File: src/lfsm_pkg.sv
// Shared types, constants and the mode transition table of the LED fade controller.
`default_nettype none

package lfsm_pkg;

    // Default widths handed to the top level
    localparam int DUTY_WIDTH_DEF = 16;
    localparam int STEP_WIDTH_DEF = 16;
    localparam int FRAC_BITS_DEF  = 10;

    // Fixed field widths
    localparam int PERIOD_W   = 16;
    localparam int REQ_W      = 3;
    localparam int STATE_W    = 2;
    localparam int CFG_ADDR_W = 3;

    // Configuration register indexes
    typedef enum logic [CFG_ADDR_W-1:0] {
        CFG_TICK_PERIOD    = 3'd0,
        CFG_FADE_IN_STEPS  = 3'd1,
        CFG_FADE_OFF_STEPS = 3'd2,
        CFG_DUTY_MIN       = 3'd3,
        CFG_DUTY_MAX       = 3'd4
    } t_cfg_addr;

    // LED modes, encoded as reported on led_state
    typedef enum logic [STATE_W-1:0] {
        MODE_OFF      = 2'd0,
        MODE_FADE_IN  = 2'd1,
        MODE_ON       = 2'd2,
        MODE_FADE_OFF = 2'd3
    } t_led_mode;

    // Request codes carried by each tick
    typedef enum logic [REQ_W-1:0] {
        REQ_NONE      = 3'd0,
        REQ_ON        = 3'd1,
        REQ_OFF       = 3'd2,
        REQ_FORCE_ON  = 3'd3,
        REQ_FORCE_OFF = 3'd4
    } t_request;

    // Sequencer states of the top level
    typedef enum logic [2:0] {
        SEQ_IDLE = 3'd0,
        SEQ_STEP = 3'd1,
        SEQ_DIV  = 3'd2,
        SEQ_MUL  = 3'd3,
        SEQ_FIN  = 3'd4,
        SEQ_SEND = 3'd5
    } t_seq_state;

    // Result of a transition table lookup
    typedef struct packed {
        logic      move;
        t_led_mode mode;
    } t_move;

    // Transition table; unknown request codes act as none
    function automatic t_move lookup_move(t_led_mode cur, logic [REQ_W-1:0] req);
        t_move m;
        m.move = 1'b0;
        m.mode = cur;
        unique case (cur)
            MODE_OFF: begin
                case (t_request'(req)) inside
                    REQ_ON:       begin m.move = 1'b1; m.mode = MODE_FADE_IN; end
                    REQ_FORCE_ON: begin m.move = 1'b1; m.mode = MODE_ON; end
                    default: ;
                endcase
            end
            MODE_ON: begin
                case (t_request'(req)) inside
                    REQ_OFF:       begin m.move = 1'b1; m.mode = MODE_FADE_OFF; end
                    REQ_FORCE_OFF: begin m.move = 1'b1; m.mode = MODE_OFF; end
                    default: ;
                endcase
            end
            MODE_FADE_IN, MODE_FADE_OFF: begin
                case (t_request'(req)) inside
                    REQ_OFF, REQ_FORCE_OFF: begin m.move = 1'b1; m.mode = MODE_OFF; end
                    REQ_FORCE_ON:           begin m.move = 1'b1; m.mode = MODE_ON; end
                    default: ;
                endcase
            end
            default: ;
        endcase
        return m;
    endfunction

endpackage

`default_nettype wire

File: src/lfsm_if.sv
// Valid/ready channel interfaces: request ticks in, duty writes out.
`default_nettype none

interface lfsm_req_if;
    import lfsm_pkg::*;

    logic             valid;
    logic             ready;
    logic [REQ_W-1:0] request;

    modport source (output valid, output request, input ready);
    modport sink   (input valid, input request, output ready);
endinterface

interface lfsm_duty_if #(
    parameter int DUTY_WIDTH = lfsm_pkg::DUTY_WIDTH_DEF
);
    import lfsm_pkg::*;

    logic                  valid;
    logic                  ready;
    logic [DUTY_WIDTH-1:0] duty;
    logic [STATE_W-1:0]    led_state;
    logic                  last;

    modport source (output valid, output duty, output led_state, output last, input ready);
    modport sink   (input valid, input duty, input led_state, input last, output ready);
endinterface

`default_nettype wire

File: src/lfsm_div.sv
// Bit-serial restoring divider: one quotient bit per cycle.
`default_nettype none

module lfsm_div #(
    parameter int NUM_W = 26,
    parameter int DEN_W = 16
) (
    input  logic             i_clk,
    input  logic             i_rst_n,
    input  logic             i_start,
    input  logic [NUM_W-1:0] i_num,
    input  logic [DEN_W-1:0] i_den,
    output logic [NUM_W-1:0] o_quo,
    output logic             o_done
);
    localparam int CNT_W = $clog2(NUM_W + 1);

    logic [NUM_W-1:0] r_num;   // dividend shifts out, quotient shifts in
    logic [DEN_W-1:0] r_rem;
    logic [DEN_W-1:0] r_den;
    logic [CNT_W-1:0] r_cnt;
    logic             r_busy;
    logic             r_done;

    logic [DEN_W:0]   trial;
    logic [DEN_W:0]   diff;
    logic             fits;

    // Trial subtraction of one step
    always_comb begin
        trial = {r_rem, r_num[NUM_W-1]};
        diff  = trial - {1'b0, r_den};
        fits  = (trial >= {1'b0, r_den});
    end

    // Step counter and completion pulse
    always_ff @(posedge i_clk) begin
        if (!i_rst_n) begin
            r_busy <= 1'b0;
            r_done <= 1'b0;
            r_cnt  <= '0;
        end else begin
            r_done <= 1'b0;
            if (i_start) begin
                r_busy <= 1'b1;
                r_cnt  <= '0;
            end else if (r_busy) begin
                r_cnt <= r_cnt + CNT_W'(1);
                if (r_cnt == CNT_W'(NUM_W - 1)) begin
                    r_busy <= 1'b0;
                    r_done <= 1'b1;
                end
            end
        end
    end

    // Shift registers
    always_ff @(posedge i_clk) begin
        if (i_start) begin
            r_num <= i_num;
            r_rem <= '0;
            r_den <= i_den;
        end else if (r_busy) begin
            r_num <= {r_num[NUM_W-2:0], fits};
            r_rem <= fits ? diff[DEN_W-1:0] : trial[DEN_W-1:0];
        end
    end

    assign o_quo  = r_num;
    assign o_done = r_done;

endmodule

`default_nettype wire

File: src/lfsm_mul.sv
// Bit-serial shift-add multiplier: one multiplier bit per cycle, MSB first.
`default_nettype none

module lfsm_mul #(
    parameter int A_W = 26,
    parameter int B_W = 16
) (
    input  logic               i_clk,
    input  logic               i_rst_n,
    input  logic               i_start,
    input  logic [A_W-1:0]     i_a,
    input  logic [B_W-1:0]     i_b,
    output logic [A_W+B_W-1:0] o_prod,
    output logic               o_done
);
    localparam int P_W   = A_W + B_W;
    localparam int CNT_W = $clog2(B_W + 1);

    logic [A_W-1:0]   r_a;
    logic [B_W-1:0]   r_b;
    logic [P_W-1:0]   r_acc;
    logic [CNT_W-1:0] r_cnt;
    logic             r_busy;
    logic             r_done;

    logic [P_W-1:0]   addend;

    assign addend = r_b[B_W-1] ? {{B_W{1'b0}}, r_a} : '0;

    // Step counter and completion pulse
    always_ff @(posedge i_clk) begin
        if (!i_rst_n) begin
            r_busy <= 1'b0;
            r_done <= 1'b0;
            r_cnt  <= '0;
        end else begin
            r_done <= 1'b0;
            if (i_start) begin
                r_busy <= 1'b1;
                r_cnt  <= '0;
            end else if (r_busy) begin
                r_cnt <= r_cnt + CNT_W'(1);
                if (r_cnt == CNT_W'(B_W - 1)) begin
                    r_busy <= 1'b0;
                    r_done <= 1'b1;
                end
            end
        end
    end

    // Accumulate: acc = 2*acc + bit*a
    always_ff @(posedge i_clk) begin
        if (i_start) begin
            r_a   <= i_a;
            r_b   <= i_b;
            r_acc <= '0;
        end else if (r_busy) begin
            r_b   <= {r_b[B_W-2:0], 1'b0};
            r_acc <= {r_acc[P_W-2:0], 1'b0} + addend;
        end
    end

    assign o_prod = r_acc;
    assign o_done = r_done;

endmodule

`default_nettype wire

File: src/led_fade_state_machine.sv
// LED fade controller top level: tick divider, mode state machine, ramp unit, output stage.
//
// Usage:
//   i_req carries one tick per item with a request code. Every tick_period-th
//   tick the mode machine (off, fade in, on, fade off) takes one step and
//   writes zero, one or two PWM duties on o_duty; last marks the final write
//   of a tick and led_state gives the mode after the tick.
//   Configuration goes through i_cfg_wr_en / i_cfg_addr / i_cfg_wdata while
//   the block is idle; a tick_period of zero disables stepping (ticks are still taken).
// Sequence:
//   A tick that does not step is taken in idle; a step without a write returns
//   to idle, and one with only fixed writes goes on to send them. A fade ramp
//   write goes through the serial divider and then the serial multiplier.
//   One tick is in work at a time.
// Reset:
//   Synchronous, active low: mode off, counters cleared, registers at their
//   reset values, output empty.
// Stall:
//   Results wait in a one-entry output register; the next tick is accepted
//   once the last write of the current tick has entered that register.
`default_nettype none

module led_fade_state_machine #(
    parameter int DUTY_WIDTH = lfsm_pkg::DUTY_WIDTH_DEF,
    parameter int STEP_WIDTH = lfsm_pkg::STEP_WIDTH_DEF,
    parameter int FRAC_BITS  = lfsm_pkg::FRAC_BITS_DEF,
    localparam int DS_W  = (DUTY_WIDTH > STEP_WIDTH) ? DUTY_WIDTH : STEP_WIDTH,
    localparam int CFG_W = (DS_W > lfsm_pkg::PERIOD_W) ? DS_W : lfsm_pkg::PERIOD_W
) (
    input  logic                            i_clk,
    input  logic                            i_rst_n,
    input  logic                            i_cfg_wr_en,
    input  logic [lfsm_pkg::CFG_ADDR_W-1:0] i_cfg_addr,
    input  logic [CFG_W-1:0]                i_cfg_wdata,
    lfsm_req_if.sink                        i_req,
    lfsm_duty_if.source                     o_duty
);
    import lfsm_pkg::*;

    localparam int NUM_W = DUTY_WIDTH + FRAC_BITS;
    localparam int P_W   = NUM_W + STEP_WIDTH;
    localparam int R_W   = DUTY_WIDTH + STEP_WIDTH;

    // Configuration registers
    logic [PERIOD_W-1:0]   r_tick_period;
    logic [STEP_WIDTH-1:0] r_fade_in_steps;
    logic [STEP_WIDTH-1:0] r_fade_off_steps;
    logic [DUTY_WIDTH-1:0] r_duty_min;
    logic [DUTY_WIDTH-1:0] r_duty_max;

    // Control state
    t_seq_state            r_seq, n_seq;
    t_led_mode             r_mode, n_mode;
    logic [PERIOD_W-1:0]   r_tick_count;
    logic [STEP_WIDTH-1:0] r_fade_count, n_fade_count;
    logic [REQ_W-1:0]      r_req;
    logic [DUTY_WIDTH-1:0] r_wr [2];
    logic [DUTY_WIDTH-1:0] n_wr [2];
    logic [1:0]            r_wr_cnt, n_wr_cnt;
    logic                  r_send_idx;

    // Output register
    logic                  r_out_valid;
    logic [DUTY_WIDTH-1:0] r_out_duty;
    t_led_mode             r_out_state;
    logic                  r_out_last;

    // Handshakes and sequencer controls
    logic                  in_ready;
    logic                  accept;
    logic [PERIOD_W-1:0]   tick_inc;
    logic                  tick_fire;
    logic                  div_start, div_done;
    logic                  mul_start, mul_done;
    logic                  out_load;
    logic                  send_last;

    // Step evaluation
    t_move                 step_move;
    logic                  step_ramp;
    logic [STEP_WIDTH-1:0] step_steps;
    logic [DUTY_WIDTH-1:0] step_span;

    // Ramp datapath
    logic [NUM_W-1:0]      div_quo;
    logic [P_W-1:0]        mul_prod;
    logic [R_W-1:0]        ramp;
    logic [R_W-1:0]        max_ext, min_ext;
    logic [R_W-1:0]        fade_val;
    logic [DUTY_WIDTH-1:0] fin_duty;

    // Tick divider
    assign accept    = i_req.valid && in_ready;
    assign tick_inc  = r_tick_count + PERIOD_W'(1);
    assign tick_fire = (r_tick_period != '0) && (tick_inc >= r_tick_period);

    // Configuration writes
    always_ff @(posedge i_clk) begin
        if (!i_rst_n) begin
            r_tick_period    <= PERIOD_W'(1);
            r_fade_in_steps  <= STEP_WIDTH'(100);
            r_fade_off_steps <= STEP_WIDTH'(100);
            r_duty_min       <= '0;
            r_duty_max       <= '1;
        end else if (i_cfg_wr_en) begin
            unique case (t_cfg_addr'(i_cfg_addr))
                CFG_TICK_PERIOD:    r_tick_period    <= i_cfg_wdata[PERIOD_W-1:0];
                CFG_FADE_IN_STEPS:  r_fade_in_steps  <= i_cfg_wdata[STEP_WIDTH-1:0];
                CFG_FADE_OFF_STEPS: r_fade_off_steps <= i_cfg_wdata[STEP_WIDTH-1:0];
                CFG_DUTY_MIN:       r_duty_min       <= i_cfg_wdata[DUTY_WIDTH-1:0];
                CFG_DUTY_MAX:       r_duty_max       <= i_cfg_wdata[DUTY_WIDTH-1:0];
                default: ;
            endcase
        end
    end

    // One mode step: transition with exit/entry actions, then the fade action
    always_comb begin
        n_mode       = r_mode;
        n_fade_count = r_fade_count;
        n_wr[0]      = '0;
        n_wr[1]      = '0;
        n_wr_cnt     = '0;
        step_ramp    = 1'b0;
        step_steps   = r_fade_in_steps;
        step_move    = lookup_move(r_mode, r_req);

        if (step_move.move) begin
            // exit action
            if (n_mode == MODE_FADE_IN) begin
                n_fade_count = '0;
            end else if (n_mode == MODE_FADE_OFF) begin
                n_wr[n_wr_cnt[0]] = '0;
                n_wr_cnt          = n_wr_cnt + 2'd1;
            end
            // entry action
            n_mode = step_move.mode;
            if (n_mode == MODE_OFF) begin
                n_wr[n_wr_cnt[0]] = '0;
                n_wr_cnt          = n_wr_cnt + 2'd1;
            end else if (n_mode == MODE_ON) begin
                n_wr[n_wr_cnt[0]] = r_duty_max;
                n_wr_cnt          = n_wr_cnt + 2'd1;
            end else begin
                n_fade_count = '0;
            end
        end

        // fade action
        if (n_mode == MODE_FADE_IN || n_mode == MODE_FADE_OFF) begin
            n_fade_count = n_fade_count + STEP_WIDTH'(1);
            step_steps   = (n_mode == MODE_FADE_IN) ? r_fade_in_steps : r_fade_off_steps;
            if (n_fade_count >= step_steps) begin
                if (n_mode == MODE_FADE_IN) begin
                    n_fade_count      = '0;
                    n_mode            = MODE_ON;
                    n_wr[n_wr_cnt[0]] = r_duty_max;
                    n_wr_cnt          = n_wr_cnt + 2'd1;
                end else begin
                    n_wr[n_wr_cnt[0]] = '0;
                    n_wr_cnt          = n_wr_cnt + 2'd1;
                    n_mode            = MODE_OFF;
                    n_wr[n_wr_cnt[0]] = '0;
                    n_wr_cnt          = n_wr_cnt + 2'd1;
                end
            end else begin
                step_ramp = 1'b1;
            end
        end
    end

    // Ramp span, zero for inverted bounds
    assign step_span = (r_duty_max > r_duty_min) ? (r_duty_max - r_duty_min) : '0;

    // Quotient (span << FRAC_BITS) / steps
    lfsm_div #(
        .NUM_W (NUM_W),
        .DEN_W (STEP_WIDTH)
    ) u_lfsm_div (
        .i_clk   (i_clk),
        .i_rst_n (i_rst_n),
        .i_start (div_start),
        .i_num   ({step_span, {FRAC_BITS{1'b0}}}),
        .i_den   (step_steps),
        .o_quo   (div_quo),
        .o_done  (div_done)
    );

    // Quotient times fade count
    lfsm_mul #(
        .A_W (NUM_W),
        .B_W (STEP_WIDTH)
    ) u_lfsm_mul (
        .i_clk   (i_clk),
        .i_rst_n (i_rst_n),
        .i_start (mul_start),
        .i_a     (div_quo),
        .i_b     (r_fade_count),
        .o_prod  (mul_prod),
        .o_done  (mul_done)
    );

    // Fade duty: rising or falling ramp, then clamp (upper bound first)
    always_comb begin
        ramp    = mul_prod[P_W-1:FRAC_BITS];
        max_ext = {{STEP_WIDTH{1'b0}}, r_duty_max};
        min_ext = {{STEP_WIDTH{1'b0}}, r_duty_min};
        if (r_mode == MODE_FADE_IN) begin
            fade_val = ramp;
        end else begin
            fade_val = (ramp > max_ext) ? '0 : (max_ext - ramp);
        end
        if (fade_val > max_ext) begin
            fin_duty = r_duty_max;
        end else if (fade_val < min_ext) begin
            fin_duty = r_duty_min;
        end else begin
            fin_duty = fade_val[DUTY_WIDTH-1:0];
        end
    end

    // Sequencer next state
    always_comb begin
        n_seq = r_seq;
        unique case (r_seq)
            SEQ_IDLE: if (accept && tick_fire) n_seq = SEQ_STEP;
            SEQ_STEP: begin
                if (step_ramp) begin
                    n_seq = SEQ_DIV;
                end else if (n_wr_cnt != 2'd0) begin
                    n_seq = SEQ_SEND;
                end else begin
                    n_seq = SEQ_IDLE;
                end
            end
            SEQ_DIV:  if (div_done) n_seq = SEQ_MUL;
            SEQ_MUL:  if (mul_done) n_seq = SEQ_FIN;
            SEQ_FIN:  n_seq = SEQ_SEND;
            SEQ_SEND: if (out_load && send_last) n_seq = SEQ_IDLE;
            default:  n_seq = SEQ_IDLE;
        endcase
    end

    // Sequencer outputs
    always_comb begin
        in_ready  = 1'b0;
        div_start = 1'b0;
        mul_start = 1'b0;
        out_load  = 1'b0;
        send_last = ({1'b0, r_send_idx} + 2'd1) == r_wr_cnt;
        unique case (r_seq)
            SEQ_IDLE: in_ready  = 1'b1;
            SEQ_STEP: div_start = step_ramp;
            SEQ_DIV:  mul_start = div_done;
            SEQ_MUL:  ;
            SEQ_FIN:  ;
            SEQ_SEND: out_load  = !r_out_valid || o_duty.ready;
            default:  ;
        endcase
    end

    // Control registers
    always_ff @(posedge i_clk) begin
        if (!i_rst_n) begin
            r_seq        <= SEQ_IDLE;
            r_mode       <= MODE_OFF;
            r_tick_count <= '0;
            r_fade_count <= '0;
            r_wr_cnt     <= '0;
            r_send_idx   <= 1'b0;
            r_out_valid  <= 1'b0;
        end else begin
            r_seq <= n_seq;

            // tick counting on each accepted item
            if (accept) begin
                if (r_tick_period == '0 || tick_fire) begin
                    r_tick_count <= '0;
                end else begin
                    r_tick_count <= tick_inc;
                end
            end

            // commit the step
            if (r_seq == SEQ_STEP) begin
                r_mode       <= n_mode;
                r_fade_count <= n_fade_count;
                r_wr_cnt     <= n_wr_cnt;
                r_send_idx   <= 1'b0;
            end else if (r_seq == SEQ_FIN) begin
                r_wr_cnt <= r_wr_cnt + 2'd1;
            end else if (out_load) begin
                r_send_idx <= r_send_idx + 1'b1;
            end

            // output register valid
            if (out_load) begin
                r_out_valid <= 1'b1;
            end else if (o_duty.ready) begin
                r_out_valid <= 1'b0;
            end
        end
    end

    // Payload registers
    always_ff @(posedge i_clk) begin
        if (accept) begin
            r_req <= i_req.request;
        end
        if (r_seq == SEQ_STEP) begin
            r_wr[0] <= n_wr[0];
            r_wr[1] <= n_wr[1];
        end else if (r_seq == SEQ_FIN) begin
            r_wr[r_wr_cnt[0]] <= fin_duty;
        end
        if (out_load) begin
            r_out_duty  <= r_wr[r_send_idx];
            r_out_state <= r_mode;
            r_out_last  <= send_last;
        end
    end

    // Channel outputs
    assign i_req.ready      = in_ready;
    assign o_duty.valid     = r_out_valid;
    assign o_duty.duty      = r_out_duty;
    assign o_duty.led_state = r_out_state;
    assign o_duty.last      = r_out_last;

endmodule

`default_nettype wire

File: src/flat_wrapper.sv
// flat-port wrapper written by rule: the top's interface ports become plain ports
module led_fade_state_machine_flat import lfsm_pkg::*;
#(
    parameter int DUTY_WIDTH = lfsm_pkg::DUTY_WIDTH_DEF,
    parameter int STEP_WIDTH = lfsm_pkg::STEP_WIDTH_DEF,
    parameter int FRAC_BITS  = lfsm_pkg::FRAC_BITS_DEF,
    localparam int DS_W  = (DUTY_WIDTH > STEP_WIDTH) ? DUTY_WIDTH : STEP_WIDTH,
    localparam int CFG_W = (DS_W > lfsm_pkg::PERIOD_W) ? DS_W : lfsm_pkg::PERIOD_W
)
  (i_clk, i_rst_n, i_cfg_wr_en, i_cfg_addr, i_cfg_wdata, i_req_valid, i_req_request, i_req_ready, o_duty_valid, o_duty_duty, o_duty_led_state, o_duty_last, o_duty_ready);
  lfsm_req_if i_req_i ();
  lfsm_duty_if #(.DUTY_WIDTH(DUTY_WIDTH)) o_duty_i ();
  input  logic i_clk;
  input  logic i_rst_n;
  input  logic i_cfg_wr_en;
  input  logic [lfsm_pkg::CFG_ADDR_W-1:0] i_cfg_addr;
  input  logic [CFG_W-1:0] i_cfg_wdata;
  input wire logic [$bits(i_req_i.valid)-1:0] i_req_valid;
  input wire logic [$bits(i_req_i.request)-1:0] i_req_request;
  output wire logic [$bits(i_req_i.ready)-1:0] i_req_ready;
  output wire logic [$bits(o_duty_i.valid)-1:0] o_duty_valid;
  output wire logic [$bits(o_duty_i.duty)-1:0] o_duty_duty;
  output wire logic [$bits(o_duty_i.led_state)-1:0] o_duty_led_state;
  output wire logic [$bits(o_duty_i.last)-1:0] o_duty_last;
  input wire logic [$bits(o_duty_i.ready)-1:0] o_duty_ready;
  assign i_req_i.valid = i_req_valid;
  assign i_req_i.request = i_req_request;
  assign i_req_ready = i_req_i.ready;
  assign o_duty_valid = o_duty_i.valid;
  assign o_duty_duty = o_duty_i.duty;
  assign o_duty_led_state = o_duty_i.led_state;
  assign o_duty_last = o_duty_i.last;
  assign o_duty_i.ready = o_duty_ready;
  led_fade_state_machine #(.DUTY_WIDTH(DUTY_WIDTH), .STEP_WIDTH(STEP_WIDTH), .FRAC_BITS(FRAC_BITS)) u_core (.i_clk(i_clk), .i_rst_n(i_rst_n), .i_cfg_wr_en(i_cfg_wr_en), .i_cfg_addr(i_cfg_addr), .i_cfg_wdata(i_cfg_wdata), .i_req(i_req_i), .o_duty(o_duty_i));
endmodule
File: config.mk
export PLATFORM = sky130hd
export DESIGN_NAME = led_fade_state_machine_flat
export DESIGN_NICKNAME = d
export VERILOG_FILES = /design/src/lfsm_pkg.sv /design/src/lfsm_if.sv /design/src/lfsm_div.sv /design/src/lfsm_mul.sv /design/src/led_fade_state_machine.sv /design/src/flat_wrapper.sv
export SDC_FILE = /design/constraint.sdc
export NUM_CORES = 1
export LEC_CHECK = 0
export BUFFER_PORTS_ARGS = -buffer_cell sky130_fd_sc_hd__buf_2
export CAP_MARGIN = 20
export CORE_MARGIN = 10
export CORE_UTILIZATION = 64
export CTS_CLUSTER_DIAMETER = 150
export DETAILED_ROUTE_END_ITERATION = 12
export PLACE_DENSITY = 0.81
export SLEW_MARGIN = 20
export SYNTH_ARGS = -nofsm -noshare
export SYNTH_HDL_FRONTEND = slang
export SYNTH_SLANG_ARGS = --single-unit
File: constraint.sdc
create_clock -name i_clk -period 6.95 [get_ports i_clk]
set_clock_uncertainty 0.1 [all_clocks]
set_input_delay 2.085 -clock i_clk [delete_from_list [all_inputs] [get_ports i_clk]]
set_output_delay 2.085 -clock i_clk [all_outputs]
set_load 0.02 [all_outputs]
==> metrics.md, run 1 <==
| Metric | Value |
|---|---|
| Syn_nets | `2477` |
| Gpl congestion | `0.984` |
| Initial Utilization | `64.5%` |
| Initial antenna violation count | `1` |
| RR Endpoint | `u_core.u_lfsm_div.o_quo[12]` |
| Via count | `17.3k` |
| Most Crowded Layer GR | `met2` |
| Post-route ant nets | `0` |
| Clock buffer depth | `3` |
| Total Routed Length | `55600 um` |
| M2 GR Usage | `44.9%` |
| WHS | `0.347 ns` |
| Mean Syn Cell Area | `8.80 sq um` |
| Status | `complete, no violations` |
| Commonest cells after routing, fill and taps aside | `nand2_1 (325), dfxtp_1 (201), ha_1 (143), a21oi_1 (139), nor2_1 (136)` |
| Gr usage total | `27.7%` |
| Period utilisation layout | `87.4%` |
| Fmax achieved | `165 MHz` |
| GR met1 Demand/Resource | `36.8%` |
| Iter 0 DRT Violations | `1631` |
| Area leader, netlist | `dfxtp_1` |
| WS Path Type | `register to register` |
| Residual DRC | `0` |
| Number of clock sinks | `331` |
| Fraction of registers with async set/reset | `0%` |
| VDD IR max | `0.225 mV` |
| TNS Setup | `0 ns` |
| Reg-to-reg slack, setup | `0.88 ns` |
| Crit path required time | `7.02 ns` |
| Top cells by area, synth | `dfxtp_1 (20%), edfxtp_1 (19%), ha_1 (8.8%)` |
| Library cells used by synthesis | `76` |
| EDFF count, synth | `128` |
| Via density | `6.35` |
| Die Height | `198 um` |
| Post-Synthesis Cells | `2303` |
| CP max stage cell | `edfxtp_1` |
| Power, Total | `5.12 mW` |
| Drt first pass iters | `6` |
| Mapped Area | `20300 sq um` |
| CTS root buffer | `clkbuf_16` |
| CTS Hold Bufs | `0` |
| Crit path largest cell delay | `0.57 ns` |
| H-tree lvl count | `2` |
| Global route total overflow | `0` |
| Die ar. | `39200 sq um` |
| Slew Limit Fails | `0` |
| Worst-Skew Late Latency | `0.53 ns` |
| Crit path time final | `6.07 ns` |
| Crit Path Max Fanout | `49` |
| Top-Level Pins | `48` |
| NumNets Final | `2463` |
| RSZ-0062 raised after global routing | `false` |
| Relative slew slack | `22.4%` |
| Setup ws final | `0.878 ns` |
| Worst setup endpoint | `u_core.u_lfsm_div.o_quo[12]` |
| Crit-path cells | `nor2b_1 > o21bai_1 > a21oi_1 > o21a_1 > and2_1 > ha_1 > and3_1 > nand4_1 > nor3_1 > nand3_1 > xor2_1 > nor2_1 > ha_1 > a21o_1 > a21o_1 > a211oi_1 > o21ai_1 > nor3_2 > buf_4 > or2_2` |
| R2R depth | `20` |
| Floorplan core area | `31400 sq um` |
| Kind of end point of the critical path | `register` |
| FF+latch count, synth | `331` |
| Synth top area share | `20.1%` |
| Most common cell after layout, fill and taps aside | `nand2_1` |
| Filler cells | `2452` |
| TritonCTS clock tree | `yes` |
| CTS buffer count | `37` |
| Met3 Usage GRT | `4.92%` |
| Pwr/cell area | `234 nW/um^2` |
| Layout cells sized above 1 | `7.94%` |
| Post-CTS Setup Bufs | `0` |
| Clock slew at the register clock pins of the worst setup and hold paths | `0.06 ns` |
| Final Hold Viols | `0` |
| Die W | `198 um` |
| Largest net degree at the start of global routing | `68` |
| Static Leak | `8.85 nW` |
| Synth Flop Type | `dfxtp_1` |
| Hpwl dp | `40300 um` |
| WL/cell | `20.4 um` |
| Slew @ Worst Pin | `1.16 ns` |
| Yosys warnings | `0` |
| Worst slack, placed | `1.03 ns` |
| Hold crit path type | `register to register` |
| Setup violators final | `0` |
| Area Growth Syn to Fin | `8.22%` |
| Vias in the first global route | `16.3k` |
| Post-cts sizing count | `0` |
| Sequential share of the synthesized area | `39.0%` |
| # rows | `65` |
| CP startpoint kind | `register` |
| Worst setup path start | `u_core.r_req[1]` |
| First-pass GRT wire length | `87300 um` |
| Max_cap viols | `0` |
| IO Port Bufs | `47` |
| Worst reg2reg path startpoint | `u_core.r_req[1]` |
| Crit path DAT | `6.14 ns` |
[power by group]
group | switching (mW) | leakage, nW | internal (mW) | total, mW
sequential | 0.104 | 2.81 | 2.16 | 2.26
clock | 0.799 | 0.588 | 1.16 | 1.96
combinational | 0.533 | 5.45 | 0.368 | 0.901
total | 1.44 | 8.85 | 3.69 | 5.12
[worst min path at each step]
| stage | start | slack (ns) | depth (start not counted) | endpoint |
|---|---|---|---|---|
| finish | u_core.u_lfsm_div.o_quo[19] | 0.35 | 0 | u_core.u_lfsm_mul.r_a[19] |
| global placement | u_core.u_lfsm_div.o_quo[11] | 0.33 | 0 | u_core.u_lfsm_mul.r_a[11] |
| global route | u_core.u_lfsm_div.o_quo[17] | 0.37 | 0 | u_core.u_lfsm_mul.r_a[17] |
| floorplan | u_core.u_lfsm_div.o_quo[11] | 0.33 | 0 | u_core.u_lfsm_mul.r_a[11] |
| CTS | u_core.u_lfsm_div.o_quo[20] | 0.35 | 0 | u_core.u_lfsm_mul.r_a[20] |
| detailed placement | u_core.u_lfsm_div.o_quo[20] | 0.33 | 0 | u_core.u_lfsm_mul.r_a[20] |
[synth_stat cells (19+ instances only)]
| cell type | instances |
|---|---|
| edfxtp_1 | 128 |
| dfxtp_1 | 203 |
| and3_1 | 34 |
| a21o_1 | 56 |
| o21ai_0 | 115 |
| nand3_1 | 47 |
| clkbuf_1 | 109 |
| nand2b_1 | 24 |
| nand4_1 | 33 |
| o22ai_1 | 19 |
| mux2i_1 | 75 |
| a22oi_1 | 29 |
| a21boi_0 | 61 |
| nor2_1 | 139 |
| nor3_1 | 30 |
| inv_1 | 118 |
| a21oi_1 | 139 |
| mux2_2 | 21 |
| xnor2_1 | 50 |
| o211ai_1 | 23 |
| nor2b_1 | 54 |
| xor2_1 | 39 |
| a211oi_1 | 30 |
| ha_1 | 143 |
| and2_1 | 41 |
| nand2_1 | 325 |
[state kept, by name (all words and copies together) (netlist names), 2 cells and up]
signal and count:
u_core.u_lfsm_div.o_quo 26, u_core.r_fade_count 16, u_core.r_seq 3, u_core.r_mode 2, u_core.u_lfsm_mul.r_cnt 5, u_core.r_wr 32
u_core.r_wr_cnt 2, u_core.r_fade_off_steps 16, u_core.r_tick_period 16, u_core.u_lfsm_div.r_cnt 5, u_core.o_duty.led_state 2, u_core.u_lfsm_div.r_rem 16
u_core.r_duty_max 16, u_core.u_lfsm_mul.r_b 16, u_core.o_duty.duty 16, u_core.u_lfsm_mul.r_a 26, u_core.r_fade_in_steps 16, u_core.r_req 3
u_core.r_tick_count 16, u_core.u_lfsm_mul.o_prod 42, u_core.u_lfsm_div.r_den 16, u_core.r_duty_min 16
[kinds of logic after synthesis]
kind of cell    Yosys count  share of synthesized area (%)
mux                      96                           4.87
fa+ha+maj               147                           9.23
flops                   331                           39.0
buf+inv                 241                           4.59
xor+xnor                 89                           3.85
simple gates            791                           18.6
compound gates          608                           19.9
[critical path, delay by kind of cell (launching register included)]
kind | cells | cell delay, ns
XOR/XNOR | 1 | 0.17
buffers and inverters | 1 | 0.51
adder cells (fa/ha/maj) | 2 | 0.38
flip-flops | 1 | 0.57
AND/OR/NAND/NOR | 9 | 2.37
AO/OA/AOI/OAI | 7 | 1.60
[metal layers]
layer  share of wire [%]  routed length (um)  vias to the layer above
met4                 2.7                1490                        2
met1                  43               24100                     8299
li1                    -                   -                     8229
met3                 7.8                4310                       94
met2                  46               25600                      654
met5               0.034                  19                        -
[through the flow]
stage	utilization [%]	cell area (sq um)	cells
after floorplan	-	20300	2303
after global placement	65.9	20700	2652
after detailed placement	65.9	20700	2652
after CTS	69.8	21900	2720
after global routing	69.8	21900	2720
final	69.8	21900	2721
[cell type report]
type	instances	area [sq um]	share of cell area (%)
multi-input combinational	1731	11400	52.2
sequential	331	7910	36.1
clock buffer	56	1090	4.97
tap	402	503	2.29
inverter	120	450	2.05
timing repair buffer	68	395	1.80
clock inverter	12	125	0.571
antenna	1	2.50	0.0114
Power figures use the tool's default switching activity.
==> run 2, diff against run 1 <==
RECOVER_POWER = 100   (was unset)
==> metrics.md, run 2 (same netlist as run 1, synthesis figures left out) <==
| Metric | Value |
|---|---|
| Status | `finished, violations left` |
| Failing checks | `max-capacitance violations, max-slew violations` |
| Die W | `198 um` |
| Clock buffer depth | `3` |
| Slew @ Worst Pin | `3.10 ns` |
| Gr usage total | `27.7%` |
| CP startpoint kind | `register` |
| Commonest cells after routing, fill and taps aside | `nand2_1 (325), dfxtp_1 (201), ha_1 (143), a21oi_1 (139), nor2_1 (138)` |
| Iter 0 DRT Violations | `1556` |
| RR Endpoint | `u_core.u_lfsm_div.o_quo[12]` |
| Die Height | `198 um` |
| First-pass GRT wire length | `87300 um` |
| WS Path Type | `register to register` |
| # rows | `65` |
| Net Sw Power | `1.43 mW` |
| Crit Path Max Fanout | `49` |
| Worst setup path start | `u_core.r_mode[0]` |
| Met3 Usage GRT | `4.92%` |
| Initial Utilization | `64.5%` |
| Total Routed Length | `55400 um` |
| GR met1 Demand/Resource | `36.8%` |
| H-tree lvl count | `2` |
| Hold crit path type | `register to register` |
| Crit path required time | `7.02 ns` |
| Final Hold Viols | `0` |
| Area Growth Syn to Fin | `7.84%` |
| Via density | `6.32` |
| Post-cts sizing count | `0` |
| Pwr/cell area | `234 nW/um^2` |
| Static Leak | `8.75 nW` |
| NumNets Final | `2463` |
| CTS root buffer | `clkbuf_16` |
| Number of clock sinks | `331` |
| Worst reg2reg path startpoint | `u_core.r_mode[0]` |
| Initial antenna violation count | `1` |
| VDD IR max | `0.224 mV` |
| Top-Level Pins | `48` |
| Vias in the first global route | `16.3k` |
| RSZ-0062 raised after global routing | `false` |
| Layout cells sized above 1 | `6.04%` |
| Hpwl dp | `40300 um` |
| Multi-input gate area in the final layout | `11400 sq um` |
| Drt first pass iters | `5` |
| Seq. cell area | `7910 sq um` |
| Post-CTS Setup Bufs | `0` |
| Clock slew at the register clock pins of the worst setup and hold paths | `0.06 ns` |
| TNS Setup | `0 ns` |
| Clock network power share | `38.3%` |
| Gpl congestion | `0.984` |
| Period utilisation layout | `91.6%` |
| M2 GR Usage | `44.9%` |
| Most Crowded Layer GR | `met2` |
| Relative slew slack | `-107%` |
| Seq pwr share | `44.2%` |
| Worst-Skew Late Latency | `0.53 ns` |
| CTS buffer count | `37` |
| Max_cap viols | `5` |
| R2R depth | `18` |
| Most common cell after layout, fill and taps aside | `nand2_1` |
| Die ar. | `39200 sq um` |
| Setup violators final | `0` |
| Max reg flops | `42` |
| Filler cells | `2478` |
| TritonCTS clock tree | `yes` |
| CTS Hold Bufs | `0` |
| Via count | `17.2k` |
| Reg-to-reg slack, setup | `0.59 ns` |
| Largest net degree at the start of global routing | `68` |
| Slew Limit Fails | `240` |
| Residual DRC | `0` |
| IO Port Bufs | `47` |
| Floorplan core area | `31400 sq um` |
| Logic pwr share | `17.6%` |
| Internal | `3.68 mW` |
| Worst setup endpoint | `u_core.u_lfsm_div.o_quo[12]` |
| Power, Total | `5.12 mW` |
| Kind of end point of the critical path | `register` |
| Fmax achieved | `157 MHz` |
| Crit path time final | `6.36 ns` |
| Crit path DAT | `6.43 ns` |
| Hold depth | `0` |
| WL/cell | `20.4 um` |
| Global route total overflow | `0` |
| Post-route ant nets | `0` |
| Sw Ratio | `28.0%` |
-- run 2: cell types whose count changed in the layout (fill, tap and decap cells not counted), moves of 6 or more --
cell and delta:
buf_2 -24, buf_4 -6, clkbuf_1 +30, mux2_1 +7, mux2_2 -7
-- run 2: per-layer routing --
layer	vias up	wire length, um
met5	-	19
met4	2	1750
met3	116	4420
met2	656	25300
met1	8188	24000
li1	8234	-
-- run 2: layout make-up --
cell class / count / area share [%]
Clock inverter: 12 / 0.573
Timing Repair Buffer: 68 / 1.57
Antenna cell: 1 / 0.0115
Tap cell: 402 / 2.30
Clock buffer: 56 / 4.99
Multi-Input combinational cell: 1731 / 52.3
Sequential cell: 331 / 36.2
Inverter: 120 / 2.06
-- run 2: per-stage QoR --
| step | utilization, % | std cells | setup slack, ns | cell area [sq um] | hold WS, ns |
|---|---|---|---|---|---|
| after global placement | 65.9 | 2652 | 1.29 | 20700 | 0.334 |
| final | 69.6 | 2721 | 0.587 | 21800 | 0.346 |
| after detailed placement | 65.9 | 2652 | 1.03 | 20700 | 0.334 |
| after CTS | 69.8 | 2720 | 0.953 | 21900 | 0.346 |
| after global routing | 69.6 | 2720 | 0.280 | 21800 | 0.366 |
| after floorplan | - | 2303 | 1.28 | 20300 | 0.326 |
-- run 2: critical path, cell delays in order, from the launching register on --
cell	delay [ns]
dfxtp_1	0.69
nor2b_1	0.15
a22o_1	0.22
nand2_1	0.07
o21ai_0	0.09
buf_4	0.20
nand2_1	0.10
clkbuf_1	0.86
mux2i_1	0.32
ha_1	0.27
a21o_1	0.15
a21o_1	0.17
a21o_1	0.18
a21o_1	0.17
a2111oi_0	0.51
o21ai_1	0.34
nor3_1	0.38
buf_4	0.53
or2_2	0.48
-- run 2: worst min-delay path by stage --
stage,startpoint,endpoint,slack (ns)
2_1_floorplan,u_core.u_lfsm_div.o_quo[11],u_core.u_lfsm_mul.r_a[11],0.33
3_3_place_gp,u_core.u_lfsm_div.o_quo[11],u_core.u_lfsm_mul.r_a[11],0.33
3_5_place_dp,u_core.u_lfsm_div.o_quo[20],u_core.u_lfsm_mul.r_a[20],0.33
4_1_cts,u_core.u_lfsm_div.o_quo[20],u_core.u_lfsm_mul.r_a[20],0.35
5_1_grt,u_core.u_lfsm_div.o_quo[17],u_core.u_lfsm_mul.r_a[17],0.37
6_report,u_core.u_lfsm_div.o_quo[19],u_core.u_lfsm_mul.r_a[19],0.35
-- run 2: power groups by stage --
stage / sequential [mW] / combinational, mW / clock [mW]
6_report: 2.26 / 0.898 / 1.96
2_1_floorplan: 2.25 / 0.696 / 0
3_3_place_gp: 2.29 / 0.856 / 0
5_1_grt: 2.27 / 0.996 / 2.06
4_1_cts: 2.26 / 0.895 / 1.98
3_5_place_dp: 2.30 / 0.887 / 0
